**src/hdl/mmr_pkg.sv**
```systemverilog
// Shared constants for the mountain range position navigator.
// Used by mmr_position_navigator_top, mmr_peak_cell and mmr_link_stage; no dependencies.
`default_nettype none
package mmr_pkg;

   // default width of the position arithmetic; all sums wrap at this width
   localparam int POSITION_BITS_DEFAULT = 64;

   // fixed field widths of the transaction payloads
   localparam int NODE_BITS   = 63;
   localparam int LINK_BITS   = 64;
   localparam int HEIGHT_BITS = 6;

endpackage : mmr_pkg
`default_nettype wire

```
**src/hdl/mmr_link_stage.sv**
```systemverilog
// Final stage: turns the heights into sibling, parent and child positions.
// Depends on mmr_pkg for the output field widths; holds the result register.
`default_nettype none
module mmr_link_stage #(
   parameter int POSITION_BITS = mmr_pkg::POSITION_BITS_DEFAULT
) (
   input  logic                               clock,
   input  logic                               reset,
   input  logic                               up_valid,
   output logic                               up_ready,
   input  logic [POSITION_BITS-1:0]           up_pos,
   input  logic [POSITION_BITS-1:0]           up_rest_a,
   input  logic [POSITION_BITS-1:0]           up_rest_b,
   input  logic [POSITION_BITS-1:0]           up_count,
   output logic                               rsp_valid,
   input  logic                               rsp_ready,
   output logic [mmr_pkg::HEIGHT_BITS-1:0]    rsp_node_height,
   output logic                               rsp_is_leaf,
   output logic [mmr_pkg::NODE_BITS-1:0]      rsp_leaf_number,
   output logic                               rsp_is_right_sibling,
   output logic [mmr_pkg::LINK_BITS-1:0]      rsp_parent_position,
   output logic [mmr_pkg::LINK_BITS-1:0]      rsp_sibling_position,
   output logic                               rsp_has_children,
   output logic [mmr_pkg::NODE_BITS-1:0]      rsp_left_child_position,
   output logic [mmr_pkg::NODE_BITS-1:0]      rsp_right_child_position
);
   import mmr_pkg::*;

   localparam logic [POSITION_BITS-1:0] ONE = {{(POSITION_BITS-1){1'b0}}, 1'b1};

   logic                     right;
   logic                     kids;
   logic [HEIGHT_BITS-1:0]   height;
   logic [HEIGHT_BITS:0]     up_shift;
   logic [POSITION_BITS-1:0] up_step;
   logic [POSITION_BITS-1:0] down_step;
   logic [POSITION_BITS-1:0] parent;
   logic [POSITION_BITS-1:0] sibling;
   logic [POSITION_BITS-1:0] left_child;
   logic [POSITION_BITS-1:0] right_child;

   logic                     valid_ff;
   logic [HEIGHT_BITS-1:0]   height_ff,  height_in;
   logic                     leaf_ff,    leaf_in;
   logic [NODE_BITS-1:0]     number_ff,  number_in;
   logic                     right_ff,   right_in;
   logic [LINK_BITS-1:0]     parent_ff,  parent_in;
   logic [LINK_BITS-1:0]     sibling_ff, sibling_in;
   logic                     kids_ff,    kids_in;
   logic [NODE_BITS-1:0]     lchild_ff,  lchild_in;
   logic [NODE_BITS-1:0]     rchild_ff,  rchild_in;
   logic                     load;

   // right sibling when the next position sits exactly one level higher
   always_comb begin
      height    = up_rest_a[HEIGHT_BITS-1:0];
      right     = ({1'b0, up_rest_b} == ({1'b0, up_rest_a} + 1'b1));
      kids      = (up_rest_a != '0);
      up_shift  = {1'b0, height} + 1'b1;
      up_step   = ONE << up_shift;
      down_step = ONE << height;
      parent    = up_pos + (right ? ONE : up_step);
      sibling   = right ? (up_pos + ONE - up_step) : (up_pos + up_step - ONE);
      left_child  = kids ? (up_pos - down_step) : '0;
      right_child = kids ? (up_pos - ONE) : '0;
   end

   // pack the result fields to their port widths
   always_comb begin
      height_in  = height;
      leaf_in    = !kids;
      number_in  = NODE_BITS'(up_count);
      right_in   = right;
      parent_in  = LINK_BITS'(parent);
      sibling_in = LINK_BITS'(sibling);
      kids_in    = kids;
      lchild_in  = NODE_BITS'(left_child);
      rchild_in  = NODE_BITS'(right_child);
   end

   // hold the result until the receiver takes it
   assign up_ready = !valid_ff || rsp_ready;
   assign load     = up_ready;

   always_ff @(posedge clock) begin
      if (reset) begin
         valid_ff <= 1'b0;
      end else if (load) begin
         valid_ff <= up_valid;
      end
   end

   always_ff @(posedge clock) begin
      if (load && up_valid) begin
         height_ff  <= height_in;
         leaf_ff    <= leaf_in;
         number_ff  <= number_in;
         right_ff   <= right_in;
         parent_ff  <= parent_in;
         sibling_ff <= sibling_in;
         kids_ff    <= kids_in;
         lchild_ff  <= lchild_in;
         rchild_ff  <= rchild_in;
      end
   end

   assign rsp_valid                = valid_ff;
   assign rsp_node_height          = height_ff;
   assign rsp_is_leaf              = leaf_ff;
   assign rsp_leaf_number          = number_ff;
   assign rsp_is_right_sibling     = right_ff;
   assign rsp_parent_position      = parent_ff;
   assign rsp_sibling_position     = sibling_ff;
   assign rsp_has_children         = kids_ff;
   assign rsp_left_child_position  = lchild_ff;
   assign rsp_right_child_position = rchild_ff;

endmodule : mmr_link_stage
`default_nettype wire

```
**config.mk**
```make
export PLATFORM = sky130hd
export DESIGN_NAME = mmr_link_stage
export DESIGN_NICKNAME = d
export VERILOG_FILES = /design/src/hdl/mmr_pkg.sv /design/src/hdl/mmr_link_stage.sv
export SDC_FILE = /design/constraint.sdc
export NUM_CORES = 1
export LEC_CHECK = 0
export ABC_CLOCK_PERIOD_IN_PS = 10990
export BUFFER_PORTS_ARGS = -buffer_cell sky130_fd_sc_hd__clkbuf_2
export CORE_MARGIN = 2
export CORE_UTILIZATION = 45
export DETAILED_ROUTE_END_ITERATION = 12
export PLACE_DENSITY = 0.67
export SETUP_SLACK_MARGIN = 0.3
export SLEW_MARGIN = 30
export SYNTH_ARGS = -nofsm -noshare
export SYNTH_HDL_FRONTEND = slang
export SYNTH_SLANG_ARGS = --single-unit
```
**constraint.sdc**
```tcl
create_clock -name clock -period 10.99 [get_ports clock]
set_input_delay 1.099 -clock clock [delete_from_list [all_inputs] [get_ports clock]]
set_output_delay 1.099 -clock clock [all_outputs]
set_load 0.005 [all_outputs]
```
# Yosys cells after proc, flatten, opt, wreduce, memory -nomap -nowiden
# Cells that the tools add are included.
# word_totals
register_bits	327
in_bits	260
out_inout_bits	328
word_cells	29
# op_classes
add_sub_neg	9
n_eq_ne	1
shifts	2
n_mux	2
n_reduce_logical	5
# op_table
operator	count
64-bit adder	2
64-bit 2-to-1 mux	2
64-bit by 1-bit adder with 65-bit output (second input constant)	1
64-bit by 65-bit equality test with 1-bit output	1
64-bit by 1-bit adder with 64-bit output (second input constant)	1
64-bit nonzero test	1
1-bit by 7-bit left shift with 64-bit output (first input constant)	1
64-bit by 1-bit subtractor with 64-bit output (second input constant)	1
64-bit subtractor	1
1-bit by 6-bit left shift with 63-bit output (first input constant)	1
63-bit by 1-bit subtractor with 63-bit output (second input constant)	1
63-bit subtractor	1
6-bit by 1-bit adder with 7-bit output (second input constant)	1
1-bit zero test	2
1-bit logical AND	1
1-bit logical OR	1

# Logic depth before layout (Yosys ltp)
# logic_depth
ltp_word	5
ltp_mapped	33
ltp_nobuf	25

# Worst setup path after synthesis
# No wires, ideal clock.
# synth_path
path_kind	input -> register
from	in rsp_ready
to	reg kids_ff, in the netlist rsp_has_children, enable pin
arrival_ps	8658
path_slack_ps	1602
path_stages	2
path_cell_list	nand2b_1 and2_1
# synth_between
elab_chain_cells	2
# synth_rtl
item	line_no	text
start: declaration	mmr_link_stage.sv:16	input logic rsp_ready,
1-bit logical OR	mmr_link_stage.sv:82	assign up_ready = !valid_ff || rsp_ready;
1-bit logical AND	mmr_link_stage.sv:94	if (load && up_valid) begin
end signal: assignment	mmr_link_stage.sv:101	kids_ff <= kids_in;
end: declaration	mmr_link_stage.sv:49	logic kids_ff, kids_in;
# Every way passes these cells.
# A chain may end at the register's enable or synchronous reset.

# Final worst setup path
# layout_path
from	in up_rest_a[0]
to	reg parent_ff[53], in the netlist rsp_parent_position[53] (data pin)
# layout_between
elab_chain_cells	4
elab_cells_between_ends	6
# layout_rtl
item	line_no	text
start: declaration	mmr_link_stage.sv:12	input logic [POSITION_BITS-1:0] up_rest_a,
64-bit by 1-bit adder with 65-bit output or 6-bit by 1-bit adder with 7-bit output (tied branches)	mmr_link_stage.sv:57, mmr_link_stage.sv:59	
64-bit by 65-bit equality test with 1-bit output or 1-bit by 7-bit left shift with 64-bit output (tied branches)	mmr_link_stage.sv:57, mmr_link_stage.sv:60	
64-bit 2-to-1 mux *	mmr_link_stage.sv:62	parent = up_pos + (right ? ONE : up_step);
64-bit adder *	mmr_link_stage.sv:62	
named net parent[53]	mmr_link_stage.sv:37	logic [POSITION_BITS-1:0] parent;
end signal: assignment	mmr_link_stage.sv:99	parent_ff <= parent_in;
end: declaration	mmr_link_stage.sv:47	logic [LINK_BITS-1:0] parent_ff, parent_in;
# Mark *: on every way through the listed nets, which the timed path passes. The rest lies on a longest branch.

==> metrics.md <==
| Metric | Value |
|---|---|
| Total grt overflow | `0` |
| CTS Buf Count | `42` |
| Clock tree sinks | `327` |
| Initial antenna violation count | `11` |
| CP Launch Type | `input port` |
| Die Wd | `268 um` |
| Detailed placement HPWL | `93400 um` |
| Number of vias per cell | `5.80` |
| Num rows | `96` |
| Synth Cell Area | `31500 um2` |
| Synth area leaders | `edfxtp_1, ha_1, xnor2_1, a21oi_1, nand2_1` |
| Vias in the first global route | `28455` |
| Area share of the largest cell type after synthesis | `0.311` |
| Wire per inst | `22.4 um` |
| Drt total wl | `116000 um` |
| CTS tree | `done` |
| RSZ-0062 raised after global routing | `no` |
| Period utilization | `0.830` |
| Total negative slack | `0 ns` |
| Post-CTS sizing | `0` |
| Clock-pin slew on the worst setup and hold paths | `0.06 ns` |
| Most frequent cells in the layout | `clkbuf_2, ha_1, nand2_1, nor2_1, edfxtp_1` |
| Post-synth ARST share | `0` |
| Root Driver | `clkbuf_16` |
| Port Buf Inserts | `586` |
| CP Data Required Time | `11.34 ns` |
| Period minus WS final | `9.13 ns` |
| Global-route wire length before repair | `169000 um` |
| Final Skew | `0.0389 ns` |
| Remaining DRCs | `0` |
| Largest net degree at the start of global routing | `173` |
| Total chip power | `4.27 mW` |
| Max Cap Violations | `0` |
| Clock Latency Late Sink | `0.61 ns` |
| Slew HR | `0.239` |
| Initial drt markers | `2488` |
| Synth Flop Type | `edfxtp_1` |
| Final setup vio count | `0` |
| Syn Nets | `4320` |
| Drt first pass iters | `6` |
| Status | `finished clean` |
| VDD IR-drop max | `106 uV` |
| Synth Area per Inst | `8.57 um2` |
| Die Footprint | `72100 um2` |
| Setup Crit Path Kind | `input port to register` |
| Power Density | `116 nW/um2` |
| FF+latch count, synth | `327` |
| Starting density of the core | `0.456` |
| Cells after synthesis | `3672` |
| Maximum clock path buffer count | `3` |
| Post-CTS Setup Bufs | `0` |
| LEAKAGE | `16.3 nW` |
| ANT nets after route | `0` |
| Crit-path max FO | `36` |
| H-Tree Depth | `2` |
| Count of cell types in the netlist | `85` |
| EDFF count, synth | `326` |
| GP Congestion | `0.964` |
| Die H | `268 um` |
| Hold WS | `0.533 ns` |
| Num ports | `588` |
| Critical Path Sink Type | `register` |
| Hold Crit Class | `register to register` |
| Share of cells above drive strength 1 | `0.170` |
| Vias | `29994` |
| Fin. max-slew vios | `0` |
| Yosys Warn Count | `0` |
| Least-Margin Pin Slew | `1.14 ns` |
| CORE AREA | `68900 um2` |
| Max frequency | `0.110 GHz` |
| Nets@finish | `4850` |
| Area Overhead vs Synth | `16.6%` |
| CP arrival | `9.48 ns` |
| Commonest non-fill, non-tap cell in the layout | `clkbuf_2` |
| Final hold vios | `0` |
| GR Util All Layers | `0.309` |
| Post-cts hold buffer count | `0` |
| Seq/Total Area, Yosys | `0.312` |
| Post-synth top area cell | `edfxtp_1` |
[synthesized netlist by cell type (8+ instances only)]
| master | number |
|---|---|
| a211o_1 | 11 |
| a211oi_1 | 26 |
| a21boi_0 | 12 |
| a21o_1 | 144 |
| a21oi_1 | 283 |
| a221o_1 | 8 |
| a221oi_1 | 9 |
| a31o_2 | 8 |
| a31oi_1 | 34 |
| and2_1 | 31 |
| and3_1 | 48 |
| and4_1 | 15 |
| buf_2 | 10 |
| clkbuf_1 | 100 |
| edfxtp_1 | 326 |
| ha_1 | 384 |
| inv_1 | 271 |
| mux2i_1 | 22 |
| nand2_1 | 374 |
| nand2b_1 | 22 |
| nand3_1 | 99 |
| nand4_1 | 96 |
| nor2_1 | 350 |
| nor2b_1 | 42 |
| nor3_1 | 54 |
| nor4_1 | 49 |
| o211ai_1 | 17 |
| o21a_1 | 24 |
| o21ai_0 | 162 |
| o21ai_1 | 38 |
| o21bai_1 | 45 |
| o221ai_1 | 11 |
| o31ai_1 | 22 |
| or2_2 | 10 |
| or3_1 | 29 |
| or4_1 | 9 |
| xnor2_1 | 251 |
| xor2_1 | 117 |
[where the power goes]
part	total, mW	switching [mW]	internal, mW
logic	1.30	0.805	0.498
registers	1.56	0.0379	1.52
clock network	1.41	0.605	0.808
total	4.27	1.45	2.83
[metrics by stage]
| step | cells | utilization | area, um2 | worst slack [ns] |
|---|---|---|---|---|
| floorplan | 3672 | - | 31500 | 1.60 |
| global placement | 5089 | 0.511 | 35300 | 1.46 |
| detailed placement | 5089 | 0.511 | 35300 | 1.44 |
| CTS | 5166 | 0.532 | 36700 | 2.05 |
| global route | 5168 | 0.532 | 36700 | 1.39 |
| finish | 5174 | 0.532 | 36700 | 1.86 |
[final timing paths]
kind | cells past startpoint | end | startpoint | slack, ns
worst max-delay path | 26 | rsp_parent_position[53]$_DFFE_PP_ | up_rest_a[0] | 1.86
worst min-delay path | 2 | rsp_valid$_SDFFE_PP0N_ | rsp_valid$_SDFFE_PP0N_ | 0.53
worst max register to register | 3 | rsp_right_child_position[55]$_SDFFCE_PP0P_ | rsp_valid$_SDFFE_PP0N_ | 8.68
worst min register to register | 2 | rsp_valid$_SDFFE_PP0N_ | rsp_valid$_SDFFE_PP0N_ | 0.53
[sequential cells by signal, summed over array words and instances (netlist names)]
| signal | count |
|---|---|
| rsp_node_height | 6 |
| rsp_is_right_sibling | 1 |
| rsp_left_child_position | 63 |
| rsp_has_children | 1 |
| rsp_is_leaf | 1 |
| rsp_right_child_position | 63 |
| rsp_valid | 1 |
| rsp_parent_position | 64 |
| rsp_leaf_number | 63 |
| rsp_sibling_position | 64 |
[worst max-delay path: stages]
cell,delay (ns)
clkbuf_2,0.21
ha_1,0.33
nand2_1,0.42
nor4_4,0.39
buf_4,0.23
nand4_1,0.14
or3_1,0.39
a211oi_1,0.50
nand3_1,0.17
or4b_4,0.57
or3_4,0.62
nand2_2,0.45
nor2_1,0.11
ha_1,0.40
a21oi_1,0.23
nand2_1,0.08
a41oi_1,0.44
o21ai_0,0.35
a31oi_1,0.34
o221ai_1,0.28
a21oi_1,0.33
o21ai_0,0.21
a21boi_0,0.55
o21ai_0,0.26
a21boi_0,0.26
xnor2_1,0.09
[cell families (layout without fill, tap and decap cells)]
family,Yosys count,in the layout,synth area share
and+or+nand+nor,1266,1266,0.194
muxes,23,23,0.00736
other,0,8,0
DFF,327,327,0.312
AOI/OAI and AO/OA,908,908,0.181
adders and majority gates,388,388,0.155
buffers and inverters,391,954,0.0476
xor gates and xnor gates,369,369,0.103
[cell type report]
cell class / instances / area, um2
repair buffers: 606 / 3100
diodes: 8 / 20.0
well taps: 931 / 1160
flip-flops and latches: 327 / 9810
clock buffers: 44 / 1060
clock inverters: 33 / 350
fillers: 6685 / 32300
inverters: 271 / 1020
multi-input cells: 2954 / 20200
[metal layers]
metal  vias up  wire length, um  track usage
met5         -               28            0
met4         4             5640        0.145
met3       259             9560       0.0511
met2      1283            55700        0.536
met1     14137            44900        0.374
li1      14311                -            -
Power figures use the tool's default switching activity.
