--- src/hdl/mmr_pkg.sv ---
// Shared constants for the mountain range position navigator.
// Used by mmr_position_navigator_top, mmr_peak_cell and mmr_link_stage; no dependencies.
`default_nettype none
package mmr_pkg;

   // default width of the position arithmetic; all sums wrap at this width
   localparam int POSITION_BITS_DEFAULT = 64;

   // fixed field widths of the transaction payloads
   localparam int NODE_BITS   = 63;
   localparam int LINK_BITS   = 64;
   localparam int HEIGHT_BITS = 6;

endpackage : mmr_pkg
`default_nettype wire

--- src/hdl/mmr_peak_cell.sv ---
// One cell of the peak-subtraction chain: tests one perfect-peak size 2^J-1.
// Walks the position and the position plus one together; depends on mmr_pkg.
`default_nettype none
module mmr_peak_cell #(
   parameter int POSITION_BITS = mmr_pkg::POSITION_BITS_DEFAULT,
   parameter int PEAK_ORDER    = mmr_pkg::POSITION_BITS_DEFAULT
) (
   input  logic                     clock,
   input  logic                     reset,
   input  logic                     up_valid,
   output logic                     up_ready,
   input  logic [POSITION_BITS-1:0] up_pos,
   input  logic [POSITION_BITS-1:0] up_rest_a,
   input  logic [POSITION_BITS-1:0] up_rest_b,
   input  logic [POSITION_BITS-1:0] up_count,
   output logic                     dn_valid,
   input  logic                     dn_ready,
   output logic [POSITION_BITS-1:0] dn_pos,
   output logic [POSITION_BITS-1:0] dn_rest_a,
   output logic [POSITION_BITS-1:0] dn_rest_b,
   output logic [POSITION_BITS-1:0] dn_count
);

   // peak size 2^J-1 and the leaf count of that peak, 2^(J-1)
   localparam logic [POSITION_BITS:0] PEAK_WIDE =
      ({{POSITION_BITS{1'b0}}, 1'b1} << PEAK_ORDER) - 1'b1;
   localparam logic [POSITION_BITS-1:0] PEAK = PEAK_WIDE[POSITION_BITS-1:0];
   localparam logic [POSITION_BITS-1:0] LEAVES =
      {{(POSITION_BITS-1){1'b0}}, 1'b1} << (PEAK_ORDER - 1);

   logic                     valid_ff;
   logic [POSITION_BITS-1:0] pos_ff,    pos_in;
   logic [POSITION_BITS-1:0] rest_a_ff, rest_a_in;
   logic [POSITION_BITS-1:0] rest_b_ff, rest_b_in;
   logic [POSITION_BITS-1:0] count_ff,  count_in;
   logic                     fits_a;
   logic                     fits_b;
   logic                     load;

   // subtract the peak where it still fits, count its leaves for the position
   always_comb begin
      fits_a    = (up_rest_a >= PEAK);
      fits_b    = (up_rest_b >= PEAK);
      pos_in    = up_pos;
      rest_a_in = fits_a ? (up_rest_a - PEAK) : up_rest_a;
      rest_b_in = fits_b ? (up_rest_b - PEAK) : up_rest_b;
      count_in  = fits_a ? (up_count + LEAVES) : up_count;
   end

   // advance when this cell is empty or its neighbor takes the transaction
   assign up_ready = !valid_ff || dn_ready;
   assign load     = up_ready;

   always_ff @(posedge clock) begin
      if (reset) begin
         valid_ff <= 1'b0;
      end else if (load) begin
         valid_ff <= up_valid;
      end
   end

   always_ff @(posedge clock) begin
      if (load && up_valid) begin
         pos_ff    <= pos_in;
         rest_a_ff <= rest_a_in;
         rest_b_ff <= rest_b_in;
         count_ff  <= count_in;
      end
   end

   assign dn_valid  = valid_ff;
   assign dn_pos    = pos_ff;
   assign dn_rest_a = rest_a_ff;
   assign dn_rest_b = rest_b_ff;
   assign dn_count  = count_ff;

endmodule : mmr_peak_cell
`default_nettype wire

--- config.mk ---
export PLATFORM = sky130hd
export DESIGN_NAME = mmr_peak_cell
export DESIGN_NICKNAME = d
export VERILOG_FILES = /design/src/hdl/mmr_pkg.sv /design/src/hdl/mmr_peak_cell.sv
export SDC_FILE = /design/constraint.sdc
export NUM_CORES = 1
export LEC_CHECK = 0
export BUFFER_PORTS_ARGS = -buffer_cell sky130_fd_sc_hd__buf_4
export CAP_MARGIN = 20
export CORE_AREA = 10 10 192 194
export DETAILED_ROUTE_END_ITERATION = 8
export DIE_AREA = 0 0 202 204
export MAX_ROUTING_LAYER = met4
export SLEW_MARGIN = 20
export SYNTH_ARGS = -nofsm -noshare
export SYNTH_HDL_FRONTEND = slang
export SYNTH_SLANG_ARGS = --single-unit
--- constraint.sdc ---
create_clock -name clock -period 8.6 [get_ports clock]
set_clock_uncertainty 0.05 [all_clocks]
set_input_delay 0.86 -clock clock [delete_from_list [all_inputs] [get_ports clock]]
set_output_delay 0.86 -clock clock [all_outputs]
set_load 0.05 [all_outputs]
Yosys cells after proc, flatten, opt, wreduce, memory -nomap -nowiden
Index checks and enable logic that the tools add are counted.
Widths: inputs -> output; s select.
{"block": "word_totals", "regBits": 257, "inputBits": 260, "output_inout_bits": 258}
{"block": "classes", "addsub": 3, "n_lt_le_gt_ge": 2, "reduce_logical": 3, "mux": 3}
{"cell": "$mux 64", "n": 3}
{"cell": "$ge 64x64->1 const B", "n": 2}
{"cell": "$sub 64x64->64 const B", "n": 2}
{"cell": "$add 64x64->64 const B", "n": 1}
{"cell": "$logic_and 1x1->1", "n": 1}
{"cell": "$logic_not 1->1", "n": 1}
{"cell": "$logic_or 1x1->1", "n": 1}

Longest topological paths before layout
Gate-level depths: netlist (run 1).
{"block": "logic_depth", "ltp_word": 3, "mapped_depth": 7, "mapped_depth_nobuf": 6}

Least setup slack after synthesis (run 1)
No wires, ideal clock.
{"block": "synth_timing", "path_type": "input-to-reg", "from": "in dn_ready", "to": "reg count_ff[0] (netlist: dn_count[0]), enable pin", "t_required_ns": 7.902, "arrival_time_ns": 7.197, "setup_time_ns": 0.648, "slack_ns": 0.705, "stages": 2, "cell_sequence": "nand2b_1 -> and2_1"}
{"block": "synth_between", "elab_chain_len": 2}
{"item": "start, declared", "line_no": "mmr_peak_cell.sv:17", "source": "input logic dn_ready,"}
{"item": "$logic_or 1x1->1", "line_no": "mmr_peak_cell.sv:51", "source": "assign up_ready = !valid_ff || dn_ready;"}
{"item": "$logic_and 1x1->1", "line_no": "mmr_peak_cell.sv:63", "source": "if (load && up_valid) begin"}
{"item": "end signal, assigned", "line_no": "mmr_peak_cell.sv:67", "source": "count_ff <= count_in;"}
{"item": "end, declared", "line_no": "mmr_peak_cell.sv:35", "source": "logic [POSITION_BITS-1:0] count_ff, count_in;"}
No other way between the ends.
A chain may end at the register's enable or synchronous reset.

Final worst setup path (run 1)
{"block": "layout_timing", "from": "in up_rest_a[38]", "to": "reg rest_a_ff[45] (netlist: dn_rest_a[45]), data pin"}
{"block": "layout_between", "elab_chain_len": 2}
{"item": "start, declared", "line_no": "mmr_peak_cell.sv:13", "source": "input logic [POSITION_BITS-1:0] up_rest_a,"}
{"item": "$sub 64x64->64 or $ge 64x64->1 (tied branches)", "line_no": "mmr_peak_cell.sv:45, mmr_peak_cell.sv:42"}
{"item": "$mux 64 *", "line_no": "mmr_peak_cell.sv:45", "source": "rest_a_in = fits_a ? (up_rest_a - PEAK) : up_rest_a;"}
{"item": "via rest_a_in[45]", "line_no": "mmr_peak_cell.sv:33", "source": "logic [POSITION_BITS-1:0] rest_a_ff, rest_a_in;"}
{"item": "end signal, assigned", "line_no": "mmr_peak_cell.sv:65", "source": "rest_a_ff <= rest_a_in;"}
{"item": "end, declared", "line_no": "mmr_peak_cell.sv:33"}
The timed path passes the listed nets; every way through them passes the cells marked *.

==> impl_metrics.py, run 1 <==
metrics = {
    "outcome": {
        "status": "finished, final reports clean",
    },
    "run": {
        "drv_cap": 0,
    },
    "layout": {
        "n_antenna_cell": 0,
        "stdcell_area_sq_um": 14300,
        "layout-drive-gt1-share_pct": 55.7,
        "area_growth_pct": 60.3,
        "nets": 1256,
    },
    "route": {
        "drtIter0Drc": 275,
        "totalWireLength_um": 33100,
        "remaining_drc_errors": 0,
        "vias_per_cell": 4.21,
        "ant_nets": 0,
        "wl_per_cell_um": 22.6,
        "vias": 6161,
        "drt_pass1_iterations": 4,
    },
    "worst_setup_path": {
        "crit_arrival_ns": 3.01,
        "cpLargestDelayFamily": "simple AND/OR/NAND/NOR gates",
        "cp_cell_sequence": "buf_4, nand4_1, nor4_1, nand4_2, nor2_2, buf_4, nor2b_1",
        "crit_path_start_kind": "primary input",
        "r2r_cells": 3,
        "path_max_fanout": 16,
        "r2r-end": "dn_pos[52]",
        "crit_end": "dn_rest_a[45]",
        "reg2reg_from": "dn_valid",
        "crit_required_ns": 8.84,
        "cp_num_buf_inv": 2,
        "r2r_setup_slack_ns": 6.07,
        "cp_slowest_cell": "nor4_1",
        "crit_path_frequent_cell": "buf_4",
        "cp.depth": 7,
        "critPathCaptureType": "register",
        "worstSetupStartpoint": "up_rest_a[38]",
        "path_class": "primary input to register",
        "cpPeakStageDelay_ns": 0.69,
    },
    "timing": {
        "tns_ns": 0,
        "finalHoldViolations": 0,
        "timing.final.crit_period_ns": 2.77,
        "setup_viol": 0,
        "hold_ws_ns": 0.414,
        "tightestPinTransition_ns": 0.925,
        "fin_crit_sh_pct": 32.2,
        "timing.fmax_ghz": 0.362,
        "max-slew-margin-rel_pct": 38.4,
        "rsz0062_at_grt": "false",
        "maxSlewViolCount": 0,
    },
    "synth": {
        "synth_mux_area_share_pct": 0.252,
        "synth_seq_area_share_pct": 86.1,
        "synthTopCellsByArea": "edfxtp_1, nor2b_1, and2_1",
        "synthSimpleGateAreaFrac_pct": 12.2,
        "yosys.area_share.adder_pct": 0.280,
        "syn_nets": 716,
        "synth_compound_area_share_pct": 0.0559,
        "synth_cell_types": 23,
        "synth_warnings": 0,
        "synth_edf_count": 256,
        "syn-instance-count": 454,
        "synth_largest_area_cell": "edfxtp_1",
        "synth_xor_area_share_pct": 0.294,
        "syn_avg_cell_area_sq_um": 19.7,
        "synthMostInstantiatedCell": "edfxtp_1",
        "yosysTopAreaCellShare_pct": 85.9,
        "ys.flop_type": "edfxtp_1",
        "synth_seq_cells": 257,
        "ys_async_sr_fraction_pct": 0,
        "synthTopCellsByCount": "edfxtp_1, nor2b_1, and2_1, nand4_1, nor4_1",
        "netlist_area_sq_um": 8950,
        "synth_top_family_by_area": "simple AND/OR/NAND/NOR gates",
    },
    "floorplan": {
        "core_sq_um": 33100,
        "dieArea_sq_um": 41200,
        "die_h_um": 204,
        "initial_utilization_pct": 27.0,
        "io_pins": 518,
        "rows": 67,
        "fp.dieW_um": 202,
    },
    "hold_path": {
        "hold_path_class": "primary input to register",
        "hold_start": "reset",
        "holdPathStages": 2,
    },
    "pwr": {
        "seq_power_share_pct": 45.7,
        "vdd_ir_drop_max_uv": 140,
        "p_sw_uw": 867,
        "combPwrFrac_pct": 16.4,
        "clkPwrFrac_pct": 37.9,
        "p_per_area_nw_per_um2": 227,
        "leakage_nw": 5.89,
        "switching_share_pct": 26.6,
        "p_int_mw": 2.39,
        "total_power_mw": 3.26,
    },
    "placement": {
        "post_dp_cell_area_sq_um": 13400,
        "place_hpwl_um": 26700,
        "routabilityCongestion": 0.834,
        "numPortBuffers": 517,
    },
    "clocking": {
        "cts_inserted_buffers": 28,
        "htree_levels": 1,
        "tritoncts": "built",
        "cts.sinks": 257,
        "clk_latency_ns": 0.54,
        "clock_path_buffers": 3,
        "cts_resized": 0,
        "path_clk_slew_ns": 0.06,
        "cts_root_buffer": "clkbuf_16",
        "cts_hold_buf": 0,
        "cts_setup_buffers": 0,
    },
    "global_routing": {
        "grt_pass1_vias": 6696,
        "grt_overflow": 0,
        "grt.total_usage_pct": 15.3,
        "grt_max_degree": 147,
        "antenna_found_initial": 0,
        "grt_pass1_wl_um": 46100,
    },
}
final cells by class:
cell class | instances | area (sq um)
inverter | 1 | 3.75
timing repair buffer | 522 | 3930
fill | 3051 | 18800
multi-input combinational | 184 | 1180
clock inverter | 20 | 240
sequential | 257 | 7710
clock buffer | 32 | 716
tap | 448 | 561
stage by stage:
step	worst slack, ns	std cells	util (%)
after floorplan	0.705	454	-
after global placement	5.31	1412	40.4
after detailed placement	5.29	1412	40.4
after CTS	5.88	1464	43.3
after global routing	5.70	1464	43.3
final	5.83	1464	43.3
power groups by stage:
stage / clock (mW) / sequential (mW) / combinational, mW
final: 1.24 / 1.49 / 0.533
after global routing: 1.31 / 1.50 / 0.557
after detailed placement: 0 / 1.52 / 0.540
after global placement: 0 / 1.51 / 0.537
after floorplan: 0 / 1.78 / 0.0454
after CTS: 1.28 / 1.49 / 0.540
layer usage:
metal | routed length, um | global-route usage, % | vias to the layer above
li1 | - | - | 2806
met1 | 11800 | 15.6 | 2990
met2 | 16900 | 26.5 | 320
met3 | 3440 | 6.51 | 45
met4 | 909 | 4.56 | 0
met5 | 0 | - | -
sequential cells by signal, summed over array words and instances, names as in the netlist:
name       count
dn_count      64
dn_pos        64
dn_rest_a     64
dn_rest_b     64
dn_valid       1
logic make-up after synthesis:
family / Yosys count
AO/OA/AOI/OAI: 1
adder cells (fa/ha/maj): 2
XOR/XNOR: 3
buffers and inverters: 13
multiplexers: 2
flip-flops: 257
AND/OR/NAND/NOR: 176
placed cells by master, fill, tap and decap left out, types with 2 or more instances in the layout:
| cell type | count |
|---|---|
| buf_4 | 521 |
| edfxtp_1 | 256 |
| nor2b_1 | 93 |
| and2_1 | 31 |
| nand4_1 | 29 |
| clkbuf_16 | 28 |
| clkinv_1 | 11 |
| nor4_1 | 7 |
| bufinv_16 | 5 |
| nand3_1 | 4 |
| nand2_1 | 4 |
| clkbuf_1 | 4 |
| mux2_2 | 2 |
| xnor2_1 | 2 |
| ha_1 | 2 |
| clkinv_2 | 2 |
how the worst min path moves through the flow:
stage,to,slack [ns]
after floorplan,dn_valid,0.88
after global placement,dn_valid,0.57
after detailed placement,dn_valid,0.57
after CTS,dn_pos[47],0.38
after global routing,dn_count[46],0.39
final,dn_valid,0.41
(Power assumes the default switching activity.)
==> run 2, diff against run 1 <==
clock period = 2.8 ns   (was 8.6 ns; I/O delays follow)
==> impl_metrics.py, run 2 (synthesis results as in run 1) <==
metrics = {
    "clocking": {
        "cts_root_buffer": "clkbuf_16",
        "cts_setup_buffers": 0,
        "tritoncts": "built",
        "cts_resized": 0,
        "cts_inserted_buffers": 28,
        "clk_latency_ns": 0.53,
        "path_clk_slew_ns": 0.06,
        "cts.sinks": 257,
        "htree_levels": 1,
        "cts_hold_buf": 241,
        "clock_path_buffers": 3,
    },
    "hold_path": {
        "holdPathStages": 2,
        "hold_path_class": "primary input to register",
    },
    "floorplan": {
        "core_sq_um": 33100,
        "io_pins": 518,
        "die_h_um": 204,
        "fp.dieW_um": 202,
        "rows": 67,
        "dieArea_sq_um": 41200,
        "initial_utilization_pct": 27.0,
    },
    "timing": {
        "tightestPinTransition_ns": 0.741,
        "rsz0062_at_grt": "false",
        "maxSlewViolCount": 0,
        "max-slew-margin-rel_pct": 50.2,
        "tns_ns": 0,
        "hold_ws_ns": 0.0264,
        "finalHoldViolations": 0,
        "timing.fmax_ghz": 0.438,
        "setup_viol": 0,
        "fin_crit_sh_pct": 81.5,
        "timing.final.crit_period_ns": 2.28,
    },
    "layout": {
        "area_growth_pct": 87.9,
        "stdcell_area_sq_um": 16800,
        "layout-drive-gt1-share_pct": 45.7,
        "nets": 1512,
        "layout_common_cells": "buf_4, edfxtp_1, dlygate4sd3_1",
        "final_common_cell": "buf_4",
        "fill_cells": 2672,
    },
    "global_routing": {
        "grt_overflow": 0,
        "grt.total_usage_pct": 17.2,
        "grt_max_degree": 79,
        "grt_pass1_wl_um": 52500,
        "grt_pass1_vias": 8113,
        "antenna_found_initial": 4,
    },
    "pwr": {
        "total_power_mw": 9.89,
        "p_per_area_nw_per_um2": 588,
        "vdd_ir_drop_max_uv": 384,
        "leakage_nw": 6.92,
    },
    "route": {
        "met1_length_um": 13600,
        "drtIter0Drc": 379,
        "met2_length_um": 18500,
        "wl_per_cell_um": 21.4,
        "ant_nets": 0,
        "vias_per_cell": 4.26,
        "vias": 7336,
        "remaining_drc_errors": 0,
        "highest_layer": "met4",
        "drt_pass1_iterations": 5,
        "wl_met3_um": 3110,
        "totalWireLength_um": 36800,
    },
    "placement": {
        "numPortBuffers": 517,
        "routabilityCongestion": 0.826,
        "post_dp_cell_area_sq_um": 13600,
        "place_hpwl_um": 26800,
    },
    "worst_setup_path": {
        "crit_arrival_ns": 2.51,
        "path_max_fanout": 31,
        "crit_end": "dn_rest_b[23]",
        "reg2reg_from": "dn_valid",
        "r2r-end": "dn_pos[7]",
        "path_class": "primary input to register",
        "worstSetupStartpoint": "up_rest_b[41]",
        "r2r_cells": 4,
        "critPathCaptureType": "register",
        "crit_path_start_kind": "primary input",
        "r2r_setup_slack_ns": 1.09,
        "crit_required_ns": 3.03,
    },
    "run": {
        "drv_cap": 0,
    },
    "outcome": {
        "status": "finished, final reports clean",
    },
}
[run 2: per-layer routing]
metal	vias up	GRT usage, %
li1	3327	-
met1	3536	18.3
met2	385	28.7
met3	88	5.21
met4	0	8.24
met5	-	-
[run 2: critical path, stage by stage]
cell and delay (ns):
dlygate4sd3_1 0.54, buf_4 0.13, nand4_1 0.08, nor4_1 0.56, nand3_1 0.27, nor3_4 0.20, buf_4 0.35, nor2b_1 0.11
[run 2: report_power, final]
part / internal, mW / total, mW / switching, mW
logic: 0.791 / 1.98 / 1.19
registers: 4.50 / 4.57 / 0.0682
clock network: 1.84 / 3.33 / 1.49
total: 7.13 / 9.89 / 2.75
[run 2: worst min-delay path by stage]
stage / slack [ns] / from / to
2_1_floorplan: 0.29 / reset / dn_valid
3_3_place_gp: 0.38 / reset / dn_valid
3_5_place_dp: 0.39 / reset / dn_valid
4_1_cts: 0.004 / up_rest_b[52] / dn_rest_b[52]
5_1_grt: 0.006 / up_rest_b[45] / dn_rest_b[45]
6_report: 0.03 / up_rest_b[39] / dn_rest_b[39]
[run 2: final cells by class]
class | count | area (sq um) | share of cell area [%]
flip-flops and latches | 257 | 7710 | 45.9
repair buffers | 778 | 6520 | 38.8
multi-input cells | 184 | 1190 | 7.06
clock buffers | 35 | 727 | 4.32
well taps | 448 | 561 | 3.33
clock inverters | 16 | 93.8 | 0.558
diodes | 4 | 10.0 | 0.0595
inverters | 1 | 3.75 | 0.0223
[run 2: stage by stage]
step | instances | utilization, % | setup WS, ns
floorplan | 454 | - | -0.112
global placement | 1427 | 41.0 | 0.586
detailed placement | 1427 | 41.0 | 0.505
CTS | 1719 | 50.7 | 0.550
global route | 1723 | 50.8 | 0.387
finish | 1723 | 50.8 | 0.518
==> run 3, diff against run 2 <==
ABC_AREA = 1   (was unset)
CORE_AREA = 10 10 191 193   (was 10 10 192 194)
DIE_AREA = 0 0 201 203   (was 0 0 202 204)
clock period = 1.95 ns   (was 2.8 ns; I/O delays follow)
==> impl_metrics.py, run 3 <==
metrics = {
    "global_routing": {
        "grt_pass1_vias": 9087,
        "antenna_found_initial": 2,
        "grt.total_usage_pct": 19.3,
        "grt_overflow": 0,
        "grt_pass1_wl_um": 58800,
        "grt_max_degree": 41,
    },
    "pwr": {
        "p_per_area_nw_per_um2": 850,
        "leakage_nw": 7.79,
        "vdd_ir_drop_max_uv": 563,
        "total_power_mw": 15.1,
    },
    "route": {
        "drtIter0Drc": 480,
        "remaining_drc_errors": 0,
        "wl_per_cell_um": 20.9,
        "drt_pass1_iterations": 5,
        "totalWireLength_um": 40800,
        "ant_nets": 0,
        "vias_per_cell": 4.37,
        "vias": 8541,
    },
    "floorplan": {
        "core_sq_um": 32500,
        "io_pins": 518,
        "initial_utilization_pct": 29.5,
        "rows": 66,
        "die_h_um": 203,
        "fp.dieW_um": 201,
        "dieArea_sq_um": 40800,
    },
    "layout": {
        "stdcell_area_sq_um": 17700,
        "final_cell_count_no_fill": 1955,
        "utilization_pct": 54.7,
        "layout-drive-gt1-share_pct": 39.9,
        "area_growth_pct": 85.3,
        "final_common_cell": "buf_4",
        "nets": 1754,
        "layout_common_cells": "buf_4, dlygate4sd3_1, edfxtp_1",
    },
    "worst_setup_path": {
        "path_class": "primary input to register",
        "reg2reg_from": "dn_valid",
        "critPathCaptureType": "register",
        "crit_path_frequent_cell": "nand2_1",
        "cp_num_buf_inv": 3,
        "crit_path_start_kind": "primary input",
        "cp_cell_sequence": "dlygate4sd3_1, buf_4, nand2_1, nor2_2, nand2_1, nor2_4, nand2_8, buf_4, o21ai_0, nand2_1",
        "crit_arrival_ns": 2.10,
        "cp_slowest_cell": "dlygate4sd3_1",
        "crit_required_ns": 2.19,
        "cpPeakStageDelay_ns": 0.55,
        "cpLargestDelayFamily": "buffers and inverters",
        "path_max_fanout": 13,
        "r2r_setup_slack_ns": 0.47,
        "worstSetupStartpoint": "up_rest_a[25]",
    },
    "timing": {
        "timing.fmax_ghz": 0.540,
        "tightestPinTransition_ns": 0.499,
        "tns_ns": 0,
        "finalHoldViolations": 0,
        "max-slew-margin-rel_pct": 66.7,
        "fin_crit_sh_pct": 95.0,
        "maxSlewViolCount": 0,
        "rsz0062_at_grt": "false",
        "setup_viol": 0,
        "timing.final.crit_period_ns": 1.85,
    },
    "synth": {
        "synth_largest_area_cell": "edfxtp_1",
        "syn-instance-count": 685,
        "netlist_area_sq_um": 9570,
        "syn_avg_cell_area_sq_um": 14.0,
        "synthTopCellsByArea": "edfxtp_1, nand2_1, nor2_1",
        "yosysTopAreaCellShare_pct": 80.3,
        "synth_warnings": 0,
        "ys_async_sr_fraction_pct": 0,
        "syn_nets": 947,
        "synth_seq_area_share_pct": 80.5,
        "synthMostInstantiatedCell": "edfxtp_1",
        "synth_edf_count": 256,
        "synth_seq_cells": 257,
        "synth_cell_types": 19,
        "synthTopCellsByCount": "edfxtp_1, nand2_1, nor2_1, o21ai_0, inv_1",
        "ys.flop_type": "edfxtp_1",
    },
    "clocking": {
        "tritoncts": "built",
        "cts_root_buffer": "clkbuf_16",
        "clk_latency_ns": 0.53,
        "path_clk_slew_ns": 0.06,
        "htree_levels": 1,
        "clock_path_buffers": 3,
        "cts.sinks": 257,
        "cts_inserted_buffers": 28,
    },
    "run": {
        "drv_cap": 0,
    },
    "hold_path": {
        "hold_path_class": "primary input to register",
        "hold_start": "up_valid",
    },
    "placement": {
        "numPortBuffers": 517,
        "post_dp_cell_area_sq_um": 14100,
        "place_hpwl_um": 28500,
        "routabilityCongestion": 0.840,
        "place_inst": 1644,
    },
    "outcome": {
        "status": "finished, final reports clean",
    },
}
## run 3: cell count changes after synthesis, moves of 4 or more
cell / change
and2_1: -32
buf_2: -5
nor2b_1: -93
nor4_1: -7
o21ai_0: +67
buf_6: +6
clkbuf_1: +9
nand2_4: +4
nand4_1: -29
nand2_1: +147
inv_1: +65
nor2_1: +98
## run 3: cells by family (layout without fill, tap and decap cells)
family	Yosys count	in the layout	share of synthesized area, %
buffers and inverters	92	917	4.31
and+or+nand+nor	263	264	11.1
adders and majority gates	2	2	0.261
xor gates and xnor gates	2	2	0.183
DFF	257	257	80.5
other	0	2	0
AOI/OAI and AO/OA	69	69	3.61
## run 3: through the flow
stage	setup slack, ns	hold WS (ns)
2_1_floorplan	-3.26	0.204
3_5_place_dp	0.0243	0.306
6_report	0.0971	0.218
4_1_cts	0.0248	0.189
5_1_grt	0.0124	0.210
3_3_place_gp	0.0856	0.292
## run 3: per-layer routing
metal,track usage (%),routed length [um],vias to the layer above
met5,-,0,-
met4,6.41,1260,0
met3,5.11,3130,87
met2,34.2,21600,422
met1,20.6,14800,4083
li1,-,-,3949
## run 3: cell type report
cell class                      count  area, sq um
Clock inverter                     16          216
Antenna cell                        2         5.00
Sequential cell                   257         7710
Inverter                           68          255
Timing Repair Buffer              800         6750
Fill cell                        2603        14700
Tap cell                          442          553
Clock buffer                       33          741
Multi-Input combinational cell    337         1510
## run 3: power breakdown
group	internal [mW]	switching (mW)	total, mW
combinational	1.16	1.80	2.95
sequential	6.47	0.104	6.57
clock	3.37	2.19	5.56
## run 3: path summary, 6_finish.rpt
| check | endpoint | cells after the start |
|---|---|---|
| max | dn_rest_a[21] | 10 |
| min | dn_rest_a[1] | 4 |
| max reg2reg | dn_pos[54] | 3 |
| min reg2reg | dn_rest_a[1] | 2 |
## run 3: worst register-to-register path: stages, from the launching register on
cell	delay, ns
dfxtp_4	0.35
a21oi_4	0.20
buf_12	0.26
buf_4	0.31
## run 3: what timing repair did
| item | 4_1_cts | 5_1_grt |
|---|---|---|
| setup endpoints to repair | 0 | 33 |
| resized for setup | 0 | 7 |
| endpoints found under the hold margin | 257 | 0 |
| hold buffers | 258 | 0 |
| buffers inserted | 0 | 1 |
